--- src/sv/u2g_pkg.sv ---
package u2g_pkg;

	localparam int COUNT_WIDTH = 24;
	localparam int BYTE_W      = 8;
	localparam int CODE_W      = 16;
	localparam int LEN_W       = 24;
	localparam int PART_W      = 10;

	localparam logic OP_LOAD = 1'b0;
	localparam logic OP_TEXT = 1'b1;

	localparam logic [BYTE_W-1:0] ASCII_LIM = 8'h80;
	localparam logic [BYTE_W-1:0] LEAD2_MIN = 8'hC2;
	localparam logic [BYTE_W-1:0] LEAD3_MIN = 8'hE0;
	localparam logic [BYTE_W-1:0] LEAD4_MIN = 8'hF0;

	// table port request, one write or one read per cycle
	typedef struct packed {
		logic              we;
		logic [CODE_W-1:0] waddr;
		logic [CODE_W-1:0] wdata;
		logic              re;
		logic [CODE_W-1:0] raddr;
	} u2g_tbl_req_t;

	// decoded text request handed to the output stage
	typedef struct packed {
		logic              valid;
		logic              ascii;
		logic              look;
		logic              term;
		logic [BYTE_W-1:0] data;
	} u2g_item_t;

endpackage

--- src/sv/u2g_if.sv ---
interface u2g_in_if;
	import u2g_pkg::*;

	logic              valid;
	logic              ready;
	logic              operation;
	logic [CODE_W-1:0] table_index;
	logic [CODE_W-1:0] table_value;
	logic [BYTE_W-1:0] text_byte;
	logic              end_of_text;

	modport source (
		output valid, operation, table_index, table_value, text_byte, end_of_text,
		input  ready
	);
	modport sink (
		input  valid, operation, table_index, table_value, text_byte, end_of_text,
		output ready
	);
endinterface


--- src/sv/u2g_decode.sv ---
module u2g_decode (
	input  logic                  clk,
	input  logic                  arst_n,
	u2g_in_if.sink                in_ch,
	input  logic                  tbl_busy,
	input  logic                  slot_free,
	output u2g_pkg::u2g_tbl_req_t tbl_req,
	output u2g_pkg::u2g_item_t    item
);
	import u2g_pkg::*;

	logic [1:0]        exp_q, exp_d;
	logic [1:0]        skip_q, skip_d;
	logic [PART_W-1:0] part_q, part_d;
	logic [BYTE_W-1:0] b;
	logic [CODE_W-1:0] code;
	logic              ascii, look, accept, is_text;

	assign in_ch.ready = !tbl_busy && slot_free;
	assign accept      = in_ch.valid && in_ch.ready;
	assign is_text     = (in_ch.operation == OP_TEXT);
	assign b           = in_ch.text_byte;
	assign code        = {part_q, b[5:0]};

	always_comb begin
		exp_d  = exp_q;
		skip_d = skip_q;
		part_d = part_q;
		ascii  = 1'b0;
		look   = 1'b0;
		priority if (skip_q != 2'd0) begin
			skip_d = skip_q - 2'd1;
		end else if (exp_q != 2'd0) begin
			exp_d = exp_q - 2'd1;
			if (exp_q == 2'd1) begin
				look   = 1'b1;
				part_d = '0;
			end else begin
				part_d = code[PART_W-1:0];
			end
		end else if (b < ASCII_LIM) begin
			ascii = 1'b1;
		end else if (b < LEAD2_MIN) begin
			// stray continuation or overlong lead: dropped
			part_d = part_q;
		end else if (b < LEAD3_MIN) begin
			part_d = {5'd0, b[4:0]};
			exp_d  = 2'd1;
		end else if (b < LEAD4_MIN) begin
			part_d = {6'd0, b[3:0]};
			exp_d  = 2'd2;
		end else begin
			skip_d = 2'd3;
		end
		if (in_ch.end_of_text) begin
			exp_d  = '0;
			skip_d = '0;
			part_d = '0;
		end
	end

	always_ff @(posedge clk or negedge arst_n) begin
		if (!arst_n) begin
			exp_q  <= '0;
			skip_q <= '0;
			part_q <= '0;
		end else if (accept && is_text) begin
			exp_q  <= exp_d;
			skip_q <= skip_d;
			part_q <= part_d;
		end
	end

	always_comb begin
		tbl_req.we    = accept && !is_text;
		tbl_req.waddr = in_ch.table_index;
		tbl_req.wdata = in_ch.table_value;
		tbl_req.re    = accept && is_text && look;
		tbl_req.raddr = code;

		item.valid = accept && is_text && (ascii || look || in_ch.end_of_text);
		item.ascii = ascii;
		item.look  = look;
		item.term  = in_ch.end_of_text;
		item.data  = b;
	end
endmodule

--- src/flat_wrapper.sv ---
// flat-port wrapper written by rule: the top's interface ports become plain ports
module u2g_decode_flat import u2g_pkg::*;
  (clk, arst_n, tbl_busy, slot_free, tbl_req, item, in_ch_valid, in_ch_operation, in_ch_table_index, in_ch_table_value, in_ch_text_byte, in_ch_end_of_text, in_ch_ready);
  u2g_in_if in_ch_i ();
  input  logic clk;
  input  logic arst_n;
  input  logic tbl_busy;
  input  logic slot_free;
  output u2g_pkg::u2g_tbl_req_t tbl_req;
  output u2g_pkg::u2g_item_t item;
  input wire logic [$bits(in_ch_i.valid)-1:0] in_ch_valid;
  input wire logic [$bits(in_ch_i.operation)-1:0] in_ch_operation;
  input wire logic [$bits(in_ch_i.table_index)-1:0] in_ch_table_index;
  input wire logic [$bits(in_ch_i.table_value)-1:0] in_ch_table_value;
  input wire logic [$bits(in_ch_i.text_byte)-1:0] in_ch_text_byte;
  input wire logic [$bits(in_ch_i.end_of_text)-1:0] in_ch_end_of_text;
  output wire logic [$bits(in_ch_i.ready)-1:0] in_ch_ready;
  assign in_ch_i.valid = in_ch_valid;
  assign in_ch_i.operation = in_ch_operation;
  assign in_ch_i.table_index = in_ch_table_index;
  assign in_ch_i.table_value = in_ch_table_value;
  assign in_ch_i.text_byte = in_ch_text_byte;
  assign in_ch_i.end_of_text = in_ch_end_of_text;
  assign in_ch_ready = in_ch_i.ready;
  u2g_decode u_core (.clk(clk), .arst_n(arst_n), .in_ch(in_ch_i), .tbl_busy(tbl_busy), .slot_free(slot_free), .tbl_req(tbl_req), .item(item));
endmodule
--- config.mk ---
export PLATFORM = sky130hd
export DESIGN_NAME = u2g_decode_flat
export DESIGN_NICKNAME = d
export VERILOG_FILES = /design/src/sv/u2g_pkg.sv /design/src/sv/u2g_if.sv /design/src/sv/u2g_decode.sv /design/src/flat_wrapper.sv
export SDC_FILE = /design/constraint.sdc
export NUM_CORES = 1
export LEC_CHECK = 0
export BUFFER_PORTS_ARGS = -buffer_cell sky130_fd_sc_hd__buf_2
export CORE_UTILIZATION = 30
export CTS_CLUSTER_SIZE = 40
export DETAILED_ROUTE_END_ITERATION = 10
export PLACE_DENSITY = 0.67
export SYNTH_ARGS = -nofsm -noshare
export SYNTH_HDL_FRONTEND = slang
export SYNTH_SLANG_ARGS = --single-unit
--- constraint.sdc ---
create_clock -name clk -period 2.55 [get_ports clk]
set_input_delay 0.3825 -clock clk [delete_from_list [all_inputs] [get_ports clk]]
set_output_delay 0.3825 -clock clk [all_outputs]
set_load 0.1 [all_outputs]
==> run metrics, run 1 <==
Internal 0.000547 W; Syn Std Cell Area 1310 um^2; die area 4630 um^2; via count 1,019; slowest cell on the critical path dfrtp_1; area grow syn2layout -0.573%; top-count cell post-synth buf_4; htree depth 1; yosys warns 0; clock slew seen by the registers of the worst setup and hold paths about 60 ps; CTS-repair resized insts 0; fillers 438; Worst path max stage delay ~400 ps; Starting Density 32.1%; Clock Skew 0.773 ps; CTS root buf clkbuf_8; DP Cell Count between 150 and 200; top_reg_cell synth dfrtp_1; non-filler cells, final 201; register area share after synthesis 26.7%; final setup TNS 0 ps; Clock Latency Late Sink 240 ps; worst hold path type input pin to async pin; layout cells sized above 1 39.7%; crit-path cells inv_1 > ha_1 > nor4b_1 > nor2_1 > a21oi_2 > buf_12; vias in the first global route 825; GP Congestion 0.799; postcts setup bufs 0; Worst Max-Slew Pin Slew 670 ps; worst-case vdd ir drop 0.000355 V; fraction of registers with async set/reset 100%; largest net degree at the start of global routing 22; Startpoint Class flip-flop; Num CTS Buffers 3; critical path's top delay family simple AND/OR/NAND/NOR gates; critical path endpoint category primary output; post-DR vias/cell 5.07; final worst-path cycle share 85.3%; Port-buffer cells 45; Max-Cap Viols 0; leakage power 0.589 nW; WP depth 6; clock power share 18.6%; Final Hold Vio Count 0; TritonCTS clock tree yes; Critical Path RT 2170 ps; PwrDens 903 nW/um^2; Comb pwr share a little over half; placed cell area 1250 um^2; Synth Area per Inst ~8.4 um^2; Max FO, Critical Path 5; status finished clean; hpwl dp 1990 um; DR DRC count 0; total power draw between 0.001 and 0.0015 W; top cells by area, synth buf_4, dfrtp_1, nand2_1; drt first pass iters 4; Core Rows 23; cell taking the most area after synthesis buf_4; CP Data Arrival Time 1790 ps; synth unique cells 35; min cycle time layout 2170 ps; RSZ-0062 raised after global routing no; Crit Path Class flip-flop to primary output; Seq pwr share 27.1%; Multi-input gate area 546 um^2; Routed Antenna Nets 0; Clock Path Buffers 2; Final Slew Violations 0; initial antenna violation count 0; Post-synth EDFFs 0; Final Setup Violations 0; Synth top cells by count buf_4, nand2_1, dfrtp_1, nor2b_1; first-pass GRT wire length around 4100 um; Seq. cell area between 300 and 400 um^2; Nets 200; synthesized flop and latch total 14; Total GRT Usage 11.9%; drt total wl 2690 um; path depth of the worst reg2reg path 3; Mapped Nets 204; clk sink count 14; Die W 68.1 um; Antenna Cells 0; cts hold-fix bufs 0; fmax 0.460 GHz; I/O pins 110; Synth Instances 156; Die Ht slightly below 70 um; Yosys top cell area share 28.1%; Sw Pwr 0.000628 W; Worst Path Buf+Inv 2; sw frac 53.4%; fin area 1300 um^2; 1st-iter DRT viols 69; core area 4090 um^2; Max transition margin 55.2%; wire length per cell 13.4 um; grt total ovfl 0
-- registers in the layout, summed over array words and instances (netlist names) --
name and cells:
u_core.part_q 10, u_core.skip_q 2, u_core.exp_q 2
-- layer usage --
metal / GRT usage (%) / wire length, um / vias to the layer above
met5: 0 / 0 / -
met3: 5.00 / 187 / 0
met2: 19.2 / 1330 / 41
met1: 15.1 / 1170 / 487
met4: 1.30 / 0 / 0
li1: - / - / 491
-- power by group through the flow --
stage | Sequential, W | Combinational (W) | Clock, W
floorplan | 0.000517 | 0.000588 | 0
global placement | 0.000322 | 0.000636 | 0
detailed placement | 0.000322 | 0.000641 | 0
CTS | 0.000319 | 0.000642 | 0.000222
global route | 0.000326 | 0.000677 | 0.000235
finish | 0.000319 | 0.000638 | 0.000218
-- cell type report --
cell class                 instances  area share, %
tap                               50           4.80
sequential                        14           26.9
multi-input combinational         80           41.9
clock buffer                       4           4.23
timing repair buffer              46           20.2
inverter                           7           2.02
-- layout by cell type, fill, tap and decap left out, drive strengths merged --
| cell type | count |
|---|---|
| a21oi | 1 |
| a221o | 5 |
| a22o | 1 |
| a22oi | 2 |
| a41oi | 1 |
| buf | 46 |
| clkbuf | 4 |
| dfrtp | 14 |
| ha | 1 |
| inv | 7 |
| mux2i | 2 |
| nand2 | 18 |
| nand2b | 1 |
| nand3 | 1 |
| nand3b | 2 |
| nand4 | 6 |
| nand4b | 1 |
| nor2 | 8 |
| nor2b | 9 |
| nor3 | 2 |
| nor4 | 6 |
| nor4b | 1 |
| o211ai | 2 |
| o21ai | 3 |
| o311ai | 4 |
| o41a | 1 |
| o41ai | 2 |
-- worst reg2reg max path, stage by stage (launching register included) --
cell	delay, ps
dfrtp_1	510
o41ai_4	720
nor2_2	180
o311ai_1	290
-- logic make-up after synthesis --
family	after synthesis	synth area share, %
AO/OA/AOI/OAI	22	16.3
adder cells (fa/ha/maj)	1	0.955
buffers and inverters	62	32.5
flip-flops	14	26.7
multiplexers	2	1.53
AND/OR/NAND/NOR	55	22.0
-- metrics by stage --
| step | utilization (%) | setup WS (ps) | hold slack [ps] |
|---|---|---|---|
| after floorplan | - | -26.9 | 86.9 |
| after global placement | 30.5 | 648 | 301 |
| after detailed placement | 30.5 | 638 | 306 |
| after CTS | 31.9 | 362 | 42.8 |
| after global routing | 31.9 | 270 | 45.4 |
| final | 31.9 | 376 | 33.4 |
-- final timing paths --
check                              endpoint  slack, ps          startpoint
setup reg to reg           u_core.part_q[1]        740     u_core.exp_q[1]
setup / recovery                   item[11]        380    u_core.skip_q[0]
hold reg to reg            u_core.part_q[4]        520    u_core.part_q[4]
max in group asynchronous  u_core.skip_q[1]       2260              arst_n
hold / removal             u_core.part_q[8]         30              arst_n
min in group clk           u_core.part_q[0]        440  in_ch_text_byte[0]
(Power assumes the default switching activity.)
==> run 2, diff against run 1 <==
--- a/config.mk
+++ b/config.mk
@@ -9,6 +9,7 @@
 export CORE_UTILIZATION = 30
 export CTS_CLUSTER_SIZE = 40
 export DETAILED_ROUTE_END_ITERATION = 10
+export GPL_TIMING_DRIVEN = 0
 export PLACE_DENSITY = 0.67
 export SYNTH_ARGS = -nofsm -noshare
 export SYNTH_HDL_FRONTEND = slang
==> run metrics, run 2 (synthesis gave the netlist of run 1 again) <==
Crit Path Class flip-flop to primary output; Port-buffer cells 77 (+71%); CP endpoint item[11]; Max-Cap Viols 0 (unchanged); die area 4630 um^2 (unchanged); Routed Antenna Nets 0 (unchanged); Worst Max-Slew Pin Slew 682 ps (+11.9 ps); Final Setup Violations 0 (unchanged); first-pass GRT wire length 4760 um (+15%); placed cell area 1770 um^2 (+42%); status finished clean; Clock Latency Late Sink 250 ps (about the same); leakage power 0.956 nW (+62%); RSZ-0062 raised after global routing no; wire length per cell 11.5 um (-14%); Clock Skew 4.67 ps (+3.89 ps); worst hold path type input pin to async pin; worst slack, placed 241 ps (-397 ps); Total GRT Usage 13.7% (+1.8 points); max reg flops 10 (unchanged); Util after Layout 44.6% (+13 points); Die Ht 68.1 um (unchanged); initial antenna violation count 0 (unchanged); core area 4090 um^2 (unchanged); CTS-repair resized insts 0 (unchanged); I/O pins 110 (unchanged); grt total ovfl 0 (unchanged); hpwl dp 2590 um (+30%); vias in the first global route 1,019 (+24%); Setup WS post-layout 142 ps (-234 ps); Clock Path Buffers 2 (unchanged); biggest regs u_core.part_q x10, u_core.exp_q x2, u_core.skip_q x2; drt total wl 3300 um (+23%); CTS root buf clkbuf_8; Max transition margin 54.4% (-0.80 points); Final Slew Violations 0 (unchanged); Crit Reg-Reg Startpoint u_core.skip_q[0]; reg2reg end u_core.part_q[6]; layout cells sized above 1 59.9% (+20 points); clk sink count 14 (unchanged); TritonCTS clock tree yes; cts hold-fix bufs 0 (unchanged); Final Hold Vio Count 0 (unchanged); Starting Density 32.1% (unchanged); largest net degree at the start of global routing 15 (-32%); Nets 286 (+43%); htree depth 1 (unchanged); crit path launch u_core.skip_q[0]; fmax 0.415 GHz (-9.7%); reg-to-reg setup timing slack 750 ps (about the same); post-DR vias/cell 4.77 (-5.8%); area grow syn2layout 39.3%; Num CTS Buffers 3 (unchanged); min cycle time layout 2410 ps (+234 ps); critical path endpoint category primary output; fin area 1820 um^2 (+40%); clock slew seen by the registers of the worst setup and hold paths 60 ps (about the same); CP Data Arrival Time 2030 ps (+240 ps); Critical Path RT 2170 ps (about the same); Startpoint Class flip-flop; PwrDens 803 nW/um^2 (-11%); GP Congestion 0.821 (+2.7%); DR DRC count 0 (unchanged); commonest non-fill, non-tap cells in the layout buf_2, buf_4, nand2_1; final worst-path cycle share 94.4% (+9.2 points); via count 1,370 (+34%); Largest Register u_core.part_q; Die W 68.1 um (unchanged); 1st-iter DRT viols 57 (-17%); worst-case vdd ir drop 0.000348 V (-2.0%); Max FO, Critical Path 5 (unchanged); path depth of the worst reg2reg path 5 (+2); drt first pass iters 4 (unchanged); Core Rows 23 (unchanged); Antenna Cells 0 (unchanged); most common cell after layout, fill and taps aside buf_2; postcts setup bufs 0 (unchanged)
[run 2: report_power, final]
part | internal, W | switching [W]
clock network | 0.000137 | 0.0000819
logic | 0.000208 | 0.000726
registers | 0.000271 | 0.0000402
[run 2: how the worst min path moves through the flow]
stage	from	to	slack (ps)
floorplan	arst_n	u_core.exp_q[0]	90
global placement	arst_n	u_core.part_q[8]	300
detailed placement	arst_n	u_core.part_q[8]	300
CTS	arst_n	u_core.part_q[8]	40
global route	arst_n	u_core.part_q[8]	50
finish	arst_n	u_core.part_q[8]	30
[run 2: area by class of cell]
class / count / area, um^2
Fill cell: 434 / 2260
Multi-Input combinational cell: 80 / 546
Buffer: 55 / 399
Timing Repair Buffer: 77 / 385
Sequential cell: 14 / 350
Tap cell: 50 / 62.6
Clock buffer: 4 / 55.1
Inverter: 7 / 26.3
[run 2: critical path: stages (launching register included)]
cell and delay [ps]:
dfrtp_1 400, inv_1 70, ha_1 270, nor4b_1 350, nor2_1 100, a21oi_2 140
buf_2 440
[run 2: metal layers]
layer / GRT usage [%] / part of all wire [%] / wire length, um / vias up
met2: 22.8 / 51 / 1670 / 68
met3: 4.00 / 8.0 / 264 / 4
met1: 17.3 / 41 / 1350 / 634
met4: 2.86 / 0.58 / 19 / 0
li1: - / - / - / 664
met5: 0 / 0 / 0 / -
[run 2: stage by stage]
stage,cells,power (W),hold WS [ps],TNS (ps)
global placement,283,0.00124,296,0
floorplan,156,0.00110,86.9,-26.9
detailed placement,283,0.00125,304,0
finish,287,0.00146,25.1,0
CTS,287,0.00147,36.0,0
global route,287,0.00153,47.4,0
