<file path="src/sv/u2g_pkg.sv">
package u2g_pkg;

	localparam int COUNT_WIDTH = 24;
	localparam int BYTE_W      = 8;
	localparam int CODE_W      = 16;
	localparam int LEN_W       = 24;
	localparam int PART_W      = 10;

	localparam logic OP_LOAD = 1'b0;
	localparam logic OP_TEXT = 1'b1;

	localparam logic [BYTE_W-1:0] ASCII_LIM = 8'h80;
	localparam logic [BYTE_W-1:0] LEAD2_MIN = 8'hC2;
	localparam logic [BYTE_W-1:0] LEAD3_MIN = 8'hE0;
	localparam logic [BYTE_W-1:0] LEAD4_MIN = 8'hF0;

	// table port request, one write or one read per cycle
	typedef struct packed {
		logic              we;
		logic [CODE_W-1:0] waddr;
		logic [CODE_W-1:0] wdata;
		logic              re;
		logic [CODE_W-1:0] raddr;
	} u2g_tbl_req_t;

	// decoded text request handed to the output stage
	typedef struct packed {
		logic              valid;
		logic              ascii;
		logic              look;
		logic              term;
		logic [BYTE_W-1:0] data;
	} u2g_item_t;

endpackage

</file>
<file path="src/sv/u2g_if.sv">


interface u2g_out_if;
	import u2g_pkg::*;

	logic              valid;
	logic              ready;
	logic [BYTE_W-1:0] out_byte;
	logic              is_terminator;
	logic [LEN_W-1:0]  out_length;
	logic              last_of_run;

	modport source (
		output valid, out_byte, is_terminator, out_length, last_of_run,
		input  ready
	);
	modport sink (
		input  valid, out_byte, is_terminator, out_length, last_of_run,
		output ready
	);
endinterface

</file>
<file path="src/sv/u2g_emit.sv">
module u2g_emit (
	input  logic               clk,
	input  logic               arst_n,
	input  u2g_pkg::u2g_item_t item,
	input  logic [15:0]        rd_data,
	output logic               slot_free,
	u2g_out_if.source          out_ch
);
	import u2g_pkg::*;

	localparam logic [COUNT_WIDTH-1:0] COUNT_MAX = '1;

	logic                   v_s1, ascii_s1, look_s1, term_s1;
	logic [BYTE_W-1:0]      data_s1;
	logic [1:0]             step_q;
	logic [COUNT_WIDTH-1:0] count_q;

	logic                   ovalid_q, oterm_q, olast_q;
	logic [BYTE_W-1:0]      obyte_q;
	logic [LEN_W-1:0]       olen_q;

	logic                   gv, move, last, done, cur_term;
	logic [1:0]             n;
	logic [BYTE_W-1:0]      cur_byte;

	assign gv = look_s1 && (rd_data != '0);
	assign n  = {1'b0, ascii_s1} + {gv, 1'b0} + {1'b0, term_s1};

	// results of one request: [ascii | gbk hi, gbk lo] then terminator
	always_comb begin
		cur_byte = '0;
		cur_term = 1'b0;
		if (ascii_s1) begin
			if (step_q == 2'd0) begin
				cur_byte = data_s1;
			end else begin
				cur_term = 1'b1;
			end
		end else if (gv) begin
			unique case (step_q)
				2'd0:    cur_byte = rd_data[15:8];
				2'd1:    cur_byte = rd_data[7:0];
				default: cur_term = 1'b1;
			endcase
		end else begin
			cur_term = 1'b1;
		end
	end

	assign move      = v_s1 && (n != 2'd0) && (!ovalid_q || out_ch.ready);
	assign last      = (step_q == n - 2'd1);
	assign done      = v_s1 && ((n == 2'd0) || (move && last));
	assign slot_free = !v_s1 || done;

	always_ff @(posedge clk or negedge arst_n) begin
		if (!arst_n) begin
			v_s1     <= 1'b0;
			step_q   <= '0;
			count_q  <= '0;
			ovalid_q <= 1'b0;
		end else begin
			if (slot_free) begin
				v_s1 <= item.valid;
			end
			if (done) begin
				step_q <= '0;
			end else if (move) begin
				step_q <= step_q + 2'd1;
			end
			if (move) begin
				if (cur_term) begin
					count_q <= '0;
				end else if (count_q != COUNT_MAX) begin
					count_q <= count_q + 1'b1;
				end
			end
			if (move) begin
				ovalid_q <= 1'b1;
			end else if (out_ch.ready) begin
				ovalid_q <= 1'b0;
			end
		end
	end

	always_ff @(posedge clk) begin
		if (slot_free && item.valid) begin
			ascii_s1 <= item.ascii;
			look_s1  <= item.look;
			term_s1  <= item.term;
			data_s1  <= item.data;
		end
		if (move) begin
			obyte_q <= cur_byte;
			oterm_q <= cur_term;
			olen_q  <= cur_term ? LEN_W'(count_q) : '0;
			olast_q <= last;
		end
	end

	assign out_ch.valid         = ovalid_q;
	assign out_ch.out_byte      = obyte_q;
	assign out_ch.is_terminator = oterm_q;
	assign out_ch.out_length    = olen_q;
	assign out_ch.last_of_run   = olast_q;

`ifndef ASSERT_OFF
	a_step_range: assert property (@(posedge clk) disable iff (!arst_n)
		(v_s1 && n != 2'd0) |-> (step_q < n))
		else $error("result index past end of request");
	a_term_last: assert property (@(posedge clk) disable iff (!arst_n)
		(ovalid_q && oterm_q) |-> olast_q)
		else $error("terminator not flagged last");
	a_count_sat: assert property (@(posedge clk) disable iff (!arst_n)
		(move && !cur_term && count_q == COUNT_MAX) |=> (count_q == COUNT_MAX))
		else $error("output count wrapped");
`endif
endmodule

</file>
<file path="src/flat_wrapper.sv">
// flat-port wrapper written by rule: the top's interface ports become plain ports
module u2g_emit_flat import u2g_pkg::*;
  (clk, arst_n, item, rd_data, slot_free, out_ch_valid, out_ch_out_byte, out_ch_is_terminator, out_ch_out_length, out_ch_last_of_run, out_ch_ready);
  u2g_out_if out_ch_i ();
  input  logic clk;
  input  logic arst_n;
  input  u2g_pkg::u2g_item_t item;
  input  logic [15:0] rd_data;
  output logic slot_free;
  output wire logic [$bits(out_ch_i.valid)-1:0] out_ch_valid;
  output wire logic [$bits(out_ch_i.out_byte)-1:0] out_ch_out_byte;
  output wire logic [$bits(out_ch_i.is_terminator)-1:0] out_ch_is_terminator;
  output wire logic [$bits(out_ch_i.out_length)-1:0] out_ch_out_length;
  output wire logic [$bits(out_ch_i.last_of_run)-1:0] out_ch_last_of_run;
  input wire logic [$bits(out_ch_i.ready)-1:0] out_ch_ready;
  assign out_ch_valid = out_ch_i.valid;
  assign out_ch_out_byte = out_ch_i.out_byte;
  assign out_ch_is_terminator = out_ch_i.is_terminator;
  assign out_ch_out_length = out_ch_i.out_length;
  assign out_ch_last_of_run = out_ch_i.last_of_run;
  assign out_ch_i.ready = out_ch_ready;
  u2g_emit u_core (.clk(clk), .arst_n(arst_n), .item(item), .rd_data(rd_data), .slot_free(slot_free), .out_ch(out_ch_i));
endmodule
</file>
<file path="config.mk">
export PLATFORM = sky130hd
export DESIGN_NAME = u2g_emit_flat
export DESIGN_NICKNAME = d
export VERILOG_FILES = /design/src/sv/u2g_pkg.sv /design/src/sv/u2g_if.sv /design/src/sv/u2g_emit.sv /design/src/flat_wrapper.sv
export SDC_FILE = /design/constraint.sdc
export NUM_CORES = 1
export LEC_CHECK = 0
export ABC_AREA = 1
export ABC_CLOCK_PERIOD_IN_PS = 3420
export BUFFER_PORTS_ARGS = -buffer_cell sky130_fd_sc_hd__clkbuf_2
export CELL_PAD_IN_SITES_DETAIL_PLACEMENT = 1
export CELL_PAD_IN_SITES_GLOBAL_PLACEMENT = 1
export CORE_ASPECT_RATIO = 1.1
export CORE_MARGIN = 4
export CORE_UTILIZATION = 24
export CTS_BUF_LIST = sky130_fd_sc_hd__clkbuf_16
export DETAILED_ROUTE_END_ITERATION = 8
export GPL_TIMING_DRIVEN = 0
export PLACE_DENSITY = 0.55
export SYNTH_ARGS = -nofsm -noshare
export SYNTH_HDL_FRONTEND = slang
export SYNTH_SLANG_ARGS = --single-unit
</file>
<file path="constraint.sdc">
create_clock -name clk -period 3.42 [get_ports clk]
set_input_delay 0.513 -clock clk [delete_from_list [all_inputs] [get_ports clk]]
set_output_delay 0.513 -clock clk [all_outputs]
set_load 0.02 [all_outputs]
</file>
==> results by group, run 1 <==
Run status
  – Outcome: complete, no violations

Routing
  – Vias: 3208
  – DRT antenna net count: 0
  – Avg WL per Cell: roughly 15 µm
  – Drt initial violations: 121
  – Via/cell ratio: 4.44
  – DRC errors left: 0
  – Pre-antenna DRT Iters: 4
  – Routed wire length: 10600 µm

Synthesis
  – Sequential-to-total area share from yosys stat: 54.1%
  – Post-synth top area share: 35.6%
  – YS warnings: 0
  – Mean post-synth cell area: roughly 8.6 µm²
  – Syn_nets: 479
  – Synth unique cells: 30
  – Yosys reg bits: 73
  – Post-Syn Instances: 443
  – Mapped Area: 0.00379 mm²
  – Synth area leaders: edfxtp_1 36%, dfrtp_1 18%, nand2_1 12%
  – Synth area leader: edfxtp_1

STA
  – RSZ-0062 raised after global routing: no
  – Worst slew margin: approximately 46%
  – Total Neg Setup Slack: 0 ps
  – Worst slew pin tran: between 800 and 900 ps
  – Final setup fails: 0
  – Fin crit share: 91.1%
  – Final WS setup: 303 ps
  – Crit path time final: around 3100 ps
  – Clock skew: 8.11 ps
  – Hold Slack: 256 ps
  – Fin. max-slew vios: 0
  – Final hold violation count: 0
  – Peak Freq: 321 MHz

Power
  – Int Pwr: 2470 µW
  – Sw Pwr: 1550 µW
  – Switch share: 38.5%
  – Pwr dens: between 800 and 900 mW/mm²
  – Pleak: 0.00208 µW
  – Clock power share: 27.4%
  – Sequential share of power: about a third
  – Final Power: between 4000 and 5000 µW
  – Maximum VDD drop: ~0.00042 V
  – Gate power share: 37.4%

Final layout
  – Nets: 557
  – # diodes: 0
  – Leading cell types in the layout, fill and taps excluded: 117 x nand2_1, 85 x nor2_1, 66 x clkbuf_2
  – Most common cell after layout, fill and taps aside: nand2_1
  – Layout cells sized above 1: approximately a fifth
  – Area growth from synthesis to final layout: 24.8%

Floorplan
  – Rows: 47
  – Width of the die: 128 µm
  – Io pins: 67
  – Die Ht: roughly 140 µm
  – CORE AREA: 0.0153 mm²
  – Initial Util: roughly a quarter
  – Total die area: 0.0179 mm²

Setup path
  – Data arrival time of the worst path: 2600 ps
  – Setup Crit Path Kind: primary input to output port
  – Startpoint types: primary input
  – Worst-path fanout max: 9
  – CP Capture Type: output port
  – Worst path required time: 2910 ps

Clocking
  – Clock slew seen by the registers of the worst setup and hold paths: 60 ps
  – CTS tree: built
  – Post-CTS Repair Setup Buffers: 0
  – Worst skew pair latency: roughly 340 ps
  – CTS sink count: 73
  – CTS Root Cell: clkbuf_16
  – # hold bufs at CTS: 0
  – Cts bufs inserted: 9
  – H-tree depth: 3
  – Clock buffer depth: 2
  – Gates resized, CTS repair: 0

Placed design
  – Placer congestion estimate: 0.817
  – Number of port buffers: 66
  – Hpwl dp: about 8000 µm
  – Place WS: -48.8 ps

Min path
  – Hold Path Class: primary input to asynchronous set/reset pin

Global routing
  – Gr usage total: 12.6%
  – Initial antenna violation count: 0
  – Vias in the first global route: 3541
  – Grt ovf: 0
  – First-pass GRT wire length: 17500 µm
  – Largest net degree at the start of global routing: 29

Flow run
  – Max Cap Viol: 0
-- state kept, by name, summed over array words and instances (netlist names) --
register                     cells
u_core.v_s1                      1
u_core.out_ch.out_byte           8
u_core.out_ch.valid              1
u_core.step_q                    2
u_core.ascii_s1                  1
u_core.data_s1                   8
u_core.out_ch.last_of_run        1
u_core.term_s1                   1
u_core.out_ch.out_length        24
u_core.out_ch.is_terminator      1
u_core.look_s1                   1
u_core.count_q                  24
-- worst max-delay path: stages --
cell,delay [ps]
clkbuf_2,100
nor2_1,120
nand2_1,70
nor2_1,90
nand2_1,190
nand2_1,180
xor2_1,170
ha_1,260
or2_2,300
a21oi_1,180
a21o_1,160
nor2_1,50
inv_1,60
clkbuf_2,160
-- cells by family after synthesis --
family                   Yosys count  synth area share (%)
AO/OA/AOI/OAI                     24                  4.09
XOR/XNOR                          14                  3.23
adder cells (fa/ha/maj)            5                  1.65
buffers and inverters             58                  6.43
flip-flops                        73                  54.1
AND/OR/NAND/NOR                  269                  30.5
-- worst paths after layout --
check / start / to / slack (ps) / cells past startpoint
setup / recovery: rd_data[7] / slot_free / 300 / 14
hold / removal: arst_n / u_core.count_q[19]$_DFFE_PN0P_ / 260 / 1
setup reg to reg: u_core.look_s1$_DFFE_PP_ / u_core.data_s1[6]$_DFFE_PP_ / 490 / 9
hold reg to reg: u_core.count_q[23]$_DFFE_PN0P_ / u_core.count_q[23]$_DFFE_PN0P_ / 510 / 2
max in group asynchronous: arst_n / u_core.out_ch.valid$_DFFE_PN0P_ / 2660 / 1
min in group clk: item[7] / u_core.data_s1[7]$_DFFE_PP_ / 340 / 1
-- through the flow --
step	instances	instance area [µm²]	util, %
2_1_floorplan	443	3790	-
3_3_place_gp	705	4370	28.6
3_5_place_dp	706	4390	28.7
4_1_cts	722	4740	31.0
5_1_grt	722	4740	31.0
6_report	722	4740	31.0
-- area by class of cell --
type | count | area, µm²
Tap cell | 196 | 245
Multi-Input combinational cell | 312 | 1500
Timing Repair Buffer | 67 | 350
Clock inverter | 7 | 120
Clock buffer | 9 | 225
Fill cell | 1826 | 10600
Inverter | 43 | 161
Buffer | 15 | 83.8
Sequential cell | 73 | 2050
-- power groups by stage --
| stage | registers (µW) | clock network [µW] | logic (µW) |
|---|---|---|---|
| final | 1410 | 1100 | 1500 |
| after global routing | 1450 | 1160 | 1670 |
| after CTS | 1420 | 1130 | 1550 |
| after detailed placement | 1440 | 0 | 1550 |
| after global placement | 1450 | 0 | 1480 |
| after floorplan | 1690 | 0 | 719 |
-- routing by layer --
layer  track usage, %  wire (µm)
met5                0          0
met4             5.87        262
met3             2.84        358
met2             22.5       5510
met1             13.9       4440
-- synthesized netlist by cell type, drive strengths merged --
cell and instances:
xor2 13, and2 2, nor3 2, ha 5
o21ai 12, a21oi 2, or2 1, nand3 46
nand3b 1, edfxtp 45, clkbuf 5, a21o 2
a22o 8, nand2 121, nor2 88, dfrtp 28
xnor2 1, inv 43, buf 10, nand4 8
Note: power is estimated with default switching activity, not from simulation.
==> run 2: changes to the inputs <==
--- a/config.mk
+++ b/config.mk
@@ -13,3 +13,3 @@
 export CORE_ASPECT_RATIO = 1.1
-export CORE_MARGIN = 4
+export CORE_MARGIN = 8
 export CORE_UTILIZATION = 24
==> constraint.sdc (replaced) <==
create_clock -name clk -period 3.42 [get_ports clk]
set_input_delay 0.684 -clock clk [delete_from_list [all_inputs] [get_ports clk]]
set_output_delay 0.684 -clock clk [all_outputs]
set_load 0.02 [all_outputs]
==> results by group, run 2 (synthesis results as in run 1) <==
Run status
  – Outcome: complete, no violations

Final layout
  – Final Non-Filler Cells: 728 (+0.83%)
  – Nets: 559 (+0.36%)
  – Leading cell types in the layout, fill and taps excluded: 115 x nand2_1, 84 x nor2_1, 65 x clkbuf_2
  – # diodes: 0 (unchanged)
  – FILL cells: 1856 (+1.6%)
  – Area growth from synthesis to final layout: 23.8%
  – Final Util: 30.2% (-0.79 points)
  – Most common cell after layout, fill and taps aside: nand2_1
  – Post-route cell area: 0.00470 mm² (-0.85%)
  – Layout cells sized above 1: 19.9% (+0.49 points)

Placed design
  – Placed cells: 710 (+0.57%)
  – Placer congestion estimate: 0.811 (-0.72%)
  – Dpl cell area: 0.00440 mm² (+0.11%)
  – Hpwl dp: 8100 µm (+0.89%)
  – Number of port buffers: 66 (unchanged)
  – Place WS: -258 ps (-209 ps)

STA
  – Worst slew pin tran: 897 ps (+84.3 ps)
  – Fin crit share: 94.9% (+3.7 points)
  – Final WS setup: 175 ps (-128 ps)
  – RSZ-0062 raised after global routing: no
  – Peak Freq: 308 MHz (-3.9%)
  – Worst slew margin: 40.0% (-5.8 points)
  – Final hold violation count: 0 (unchanged)
  – Crit path time final: 3240 ps (+128 ps)
  – Final setup fails: 0 (unchanged)
  – Total Neg Setup Slack: 0 ps (unchanged)
  – Clock skew: 5.91 ps (-2.19 ps)
  – Fin. max-slew vios: 0 (unchanged)

Setup path
  – Worst setup path start: rd_data[12]
  – Worst path required time: 2740 ps (-170 ps)
  – Worst-path fanout max: 7 (-2)
  – Data arrival time of the worst path: 2560 ps (-40 ps)
  – Critical register-to-register path startpoint: u_core.look_s1$_DFFE_PP_
  – Setup Crit Path Kind: primary input to output port
  – Startpoint types: primary input
  – CP Capture Type: output port
  – Reg-to-reg endpoint: u_core.data_s1[1]$_DFFE_PP_
  – Reg2reg setup slack: 480 ps (about the same)
  – Reg2Reg Depth: 9 (unchanged)

Routing
  – Routed wire length: 10700 µm (+0.96%)
  – Via/cell ratio: 4.33 (-2.6%)
  – DRT antenna net count: 0 (unchanged)
  – Drt initial violations: 117 (-3.3%)
  – Pre-antenna DRT Iters: 4 (unchanged)
  – Avg WL per Cell: 14.7 µm (+0.13%)
  – DRC errors left: 0 (unchanged)
  – Vias: 3152 (-1.7%)

Clocking
  – CTS tree: built
  – # hold bufs at CTS: 0 (unchanged)
  – Cts bufs inserted: 9 (unchanged)
  – H-tree depth: 3 (unchanged)
  – Worst skew pair latency: 340 ps (about the same)
  – Clock buffer depth: 2 (unchanged)
  – CTS Root Cell: clkbuf_16
  – CTS sink count: 73 (unchanged)
  – Clock slew seen by the registers of the worst setup and hold paths: 60 ps (about the same)

Floorplan
  – Width of the die: 136 µm (+6.3%)
  – Initial Util: 24.4% (-0.42 points)
  – Rows: 48 (+2.1%)
  – Io pins: 67 (unchanged)
  – Die Ht: 148 µm (+5.7%)
  – Total die area: 0.0201 mm² (+12%)
  – CORE AREA: 0.0156 mm² (+1.7%)

Global routing
  – Initial antenna violation count: 0 (unchanged)
  – First-pass GRT wire length: 17700 µm (+0.87%)
  – Largest net degree at the start of global routing: 35 (+21%)
  – Grt ovf: 0 (unchanged)
  – Vias in the first global route: 3435 (-3.0%)
  – Gr usage total: 11.2% (-1.3 points)

Power
  – Pleak: 0.00205 µW (-1.2%)
  – Maximum VDD drop: 0.000489 V (+17%)
  – Pwr dens: 807 mW/mm² (-4.9%)

Min path
  – Hold Path Class: primary input to asynchronous set/reset pin

Flow run
  – Max Cap Viol: 0 (unchanged)
run 2: metrics by stage:
stage | power [µW] | hold slack, ps
after floorplan | 2400 | 388
after global placement | 2940 | 491
after detailed placement | 2990 | 505
after CTS | 3860 | 469
after global routing | 4050 | 498
final | 3790 | 445
run 2: what timing repair did:
item | CTS | global route
endpoints found under the setup margin | 1 | 12
pin swaps | 0 | 1
resized for setup | 1 | 8
buffers inserted | 0 | 2
run 2: final cells by class:
| class | count | area [µm²] | share of cell area, % |
|---|---|---|---|
| Inverter | 43 | 164 | 3.49 |
| Tap cell | 200 | 250 | 5.33 |
| Clock inverter | 7 | 31.3 | 0.666 |
| Multi-Input combinational cell | 312 | 1520 | 32.4 |
| Clock buffer | 9 | 225 | 4.80 |
| Sequential cell | 73 | 2050 | 43.7 |
| Buffer | 15 | 83.8 | 1.79 |
| Timing Repair Buffer | 69 | 368 | 7.83 |
run 2: power by group:
part | switching, µW | leakage [µW] | internal, µW
clock network | 360 | 0.000134 | 476
logic | 1080 | 0.00109 | 460
registers | 97.6 | 0.000825 | 1310
total | 1540 | 0.00205 | 2250
run 2: worst max path at each step:
stage	endpoint	slack [ps]
2_1_floorplan	u_core.out_ch.is_terminator$_DFFE_PP_	60
3_3_place_gp	u_core.out_ch.out_length[10]$_SDFFCE_PP0P_	-1010
3_5_place_dp	u_core.data_s1[7]$_DFFE_PP_	-260
4_1_cts	slot_free	6
5_1_grt	slot_free	6
6_report	slot_free	180
run 2: critical path: stages:
cell and delay (ps):
clkbuf_2 90, nor2_1 100, nand2_1 50, nor2_1 140
nand2_2 140, nand2_4 100, xor2_2 140, ha_1 260
or2_2 310, a21oi_2 140, a21o_1 140, nor2_1 50
inv_1 70, buf_4 140
run 2: per-layer routing:
metal  vias to the layer above  global-route usage, %  wire [µm]
li1                       1591                      -          -
met1                      1483                   13.1       4760
met2                        64                   19.0       5220
met3                        14                   3.67        575
met4                         0                   3.57        125
met5                         -                      0          0
==> run 3: changes to the inputs <==
- BUFFER_PORTS_ARGS: -buffer_cell sky130_fd_sc_hd__clkbuf_2 -> -buffer_cell sky130_fd_sc_hd__buf_2
- CELL_PAD_IN_SITES_DETAIL_PLACEMENT: 1 -> 0
- CELL_PAD_IN_SITES_GLOBAL_PLACEMENT: 1 -> 2
- PLACE_DENSITY: 0.55 -> 0.65
==> results by group, run 3 (synthesis results as in run 1) <==
STA
  – Worst slew pin tran: 794 ps (-103 ps)
  – Final hold violation count: 0 (unchanged)
  – Peak Freq: 307 MHz (-0.48%)
  – Clock skew: 9.86 ps (+3.95 ps)
  – Final setup fails: 0 (unchanged)
  – RSZ-0062 raised after global routing: no
  – Fin. max-slew vios: 0 (unchanged)
  – Crit path time final: 3260 ps (+15.7 ps)
  – Fin crit share: 95.3% (+0.46 points)
  – Final WS setup: 159 ps (-15.7 ps)
  – Worst slew margin: 46.9% (+6.9 points)

Clocking
  – Clock slew seen by the registers of the worst setup and hold paths: 60 ps (about the same)
  – Clock buffer depth: 2 (unchanged)
  – CTS tree: built
  – CTS Root Cell: clkbuf_16
  – # hold bufs at CTS: 0 (unchanged)
  – Cts bufs inserted: 9 (unchanged)
  – Worst skew pair latency: 340 ps (about the same)
  – CTS sink count: 73 (unchanged)
  – H-tree depth: 3 (unchanged)

Global routing
  – Largest net degree at the start of global routing: 29 (-17%)
  – Vias in the first global route: 3313 (-3.6%)
  – First-pass GRT wire length: 17100 µm (-3.6%)
  – Initial antenna violation count: 0 (unchanged)
  – Grt ovf: 0 (unchanged)
  – Gr usage total: 11.0% (-0.21 points)

Power
  – Pleak: 0.00204 µW (-0.36%)
  – Pwr dens: 817 mW/mm² (+1.2%)
  – Final Power: 3840 µW (+1.4%)
  – Maximum VDD drop: 0.000415 V (-15%)

Floorplan
  – Initial Util: 24.4% (unchanged)
  – Rows: 48 (unchanged)
  – Width of the die: 136 µm (unchanged)
  – Io pins: 67 (unchanged)
  – Die Ht: 148 µm (unchanged)
  – CORE AREA: 0.0156 mm² (unchanged)
  – Total die area: 0.0201 mm² (unchanged)

Min path
  – Hold Path Class: primary input to asynchronous set/reset pin

Final layout
  – FILL cells: 1703 (-8.2%)
  – Nets: 558 (-0.18%)
  – Most common cell after layout, fill and taps aside: nand2_1
  – Multi-input logic area: 0.00151 mm² (-0.49%)
  – Area growth from synthesis to final layout: 24.0%
  – Leading cell types in the layout, fill and taps excluded: 114 x nand2_1, 83 x nor2_1, 70 x buf_2
  – Sequential cell area: 0.00205 mm² (unchanged)
  – # diodes: 0 (unchanged)
  – Layout cells sized above 1: 20.9% (+0.99 points)

Placed design
  – Place WS: -148 ps (+110 ps)
  – Hpwl dp: 7780 µm (-3.9%)
  – Placer congestion estimate: 0.742 (-8.5%)
  – Number of port buffers: 66 (unchanged)

Routing
  – DRC errors left: 0 (unchanged)
  – Avg WL per Cell: 14.5 µm (-1.0%)
  – DRT antenna net count: 0 (unchanged)
  – Via/cell ratio: 4.30 (-0.75%)
  – Routed wire length: 10500 µm (-1.2%)
  – Vias: 3124 (-0.89%)
  – Pre-antenna DRT Iters: 4 (unchanged)
  – Drt initial violations: 182 (+56%)

Setup path
  – Data arrival time of the worst path: 2580 ps (+20 ps)
  – Reg2reg setup slack: 600 ps (+120 ps)
  – Worst-path fanout max: 6 (-1)
  – Reg2Reg Depth: 9 (unchanged)
  – Setup Crit Path Kind: primary input to output port
  – Startpoint types: primary input
  – Worst path required time: 2740 ps (about the same)
  – CP Capture Type: output port

Flow run
  – Max Cap Viol: 0 (unchanged)

Run status
  – Outcome: complete, no violations
==> run 3: layout make-up <==
class / instances / share of cell area [%]
plain buffers: 15 / 1.78
clock buffers: 9 / 4.79
clock inverters: 7 / 1.25
inverters: 43 / 3.48
multi-input cells: 312 / 32.2
flip-flops and latches: 73 / 43.6
well taps: 200 / 5.32
repair buffers: 68 / 7.60
==> run 3: worst paths after layout <==
check | start | to
max in group asynchronous | arst_n | u_core.out_ch.valid$_DFFE_PN0P_
worst min register to register | u_core.count_q[23]$_DFFE_PN0P_ | u_core.count_q[23]$_DFFE_PN0P_
worst max-delay path | rd_data[15] | slot_free
worst max register to register | u_core.look_s1$_DFFE_PP_ | u_core.data_s1[6]$_DFFE_PP_
worst min-delay path | arst_n | u_core.count_q[7]$_DFFE_PN0P_
min in group clk | item[10] | u_core.ascii_s1$_DFFE_PP_
==> run 3: layer usage <==
metal / vias to the layer above / wire length [µm] / track usage, %
li1: 1594 / - / -
met1: 1456 / 4670 / 13.1
met2: 59 / 5240 / 18.4
met3: 15 / 415 / 2.75
met4: 0 / 220 / 4.78
met5: - / 0 / 0
==> run 3: metrics by stage <==
stage          utilization, %  instances  hold slack (ps)  setup TNS, ps  area, µm²
3_3_place_gp             28.1        709              504         -41970       4370
4_1_cts                  30.1        726              416              0       4680
5_1_grt                  30.3        727              449              0       4710
3_5_place_dp             28.3        710              511          -1650       4400
2_1_floorplan               -        443              388              0       3790
6_report                 30.3        727              400              0       4710
==> run 3: worst max-delay path, stage by stage <==
cell     delay, ps
buf_2          100
nor2_1         100
nand2_1         70
nor2_2         120
nand2_2        110
nand2_2        100
xor2_1         170
ha_1           260
or2_2          310
a21oi_2        140
a21o_1         140
nor2_1          50
inv_1           60
buf_2          160
==> run 3: report_power, final <==
part	leakage (µW)	internal [µW]	total, µW	switching (µW)
Clock	0.000139	504	916	412
Combinational	0.00108	456	1520	1070
Sequential	0.000825	1310	1400	94.9
Total	0.00204	2270	3840	1580
==> run 3: timing repair <==
action / in CTS / in global routing
endpoints found under the setup margin: 1 / 1
gates cloned: 0 / 0
gates resized for setup: 1 / 6
setup buffers: 0 / 1
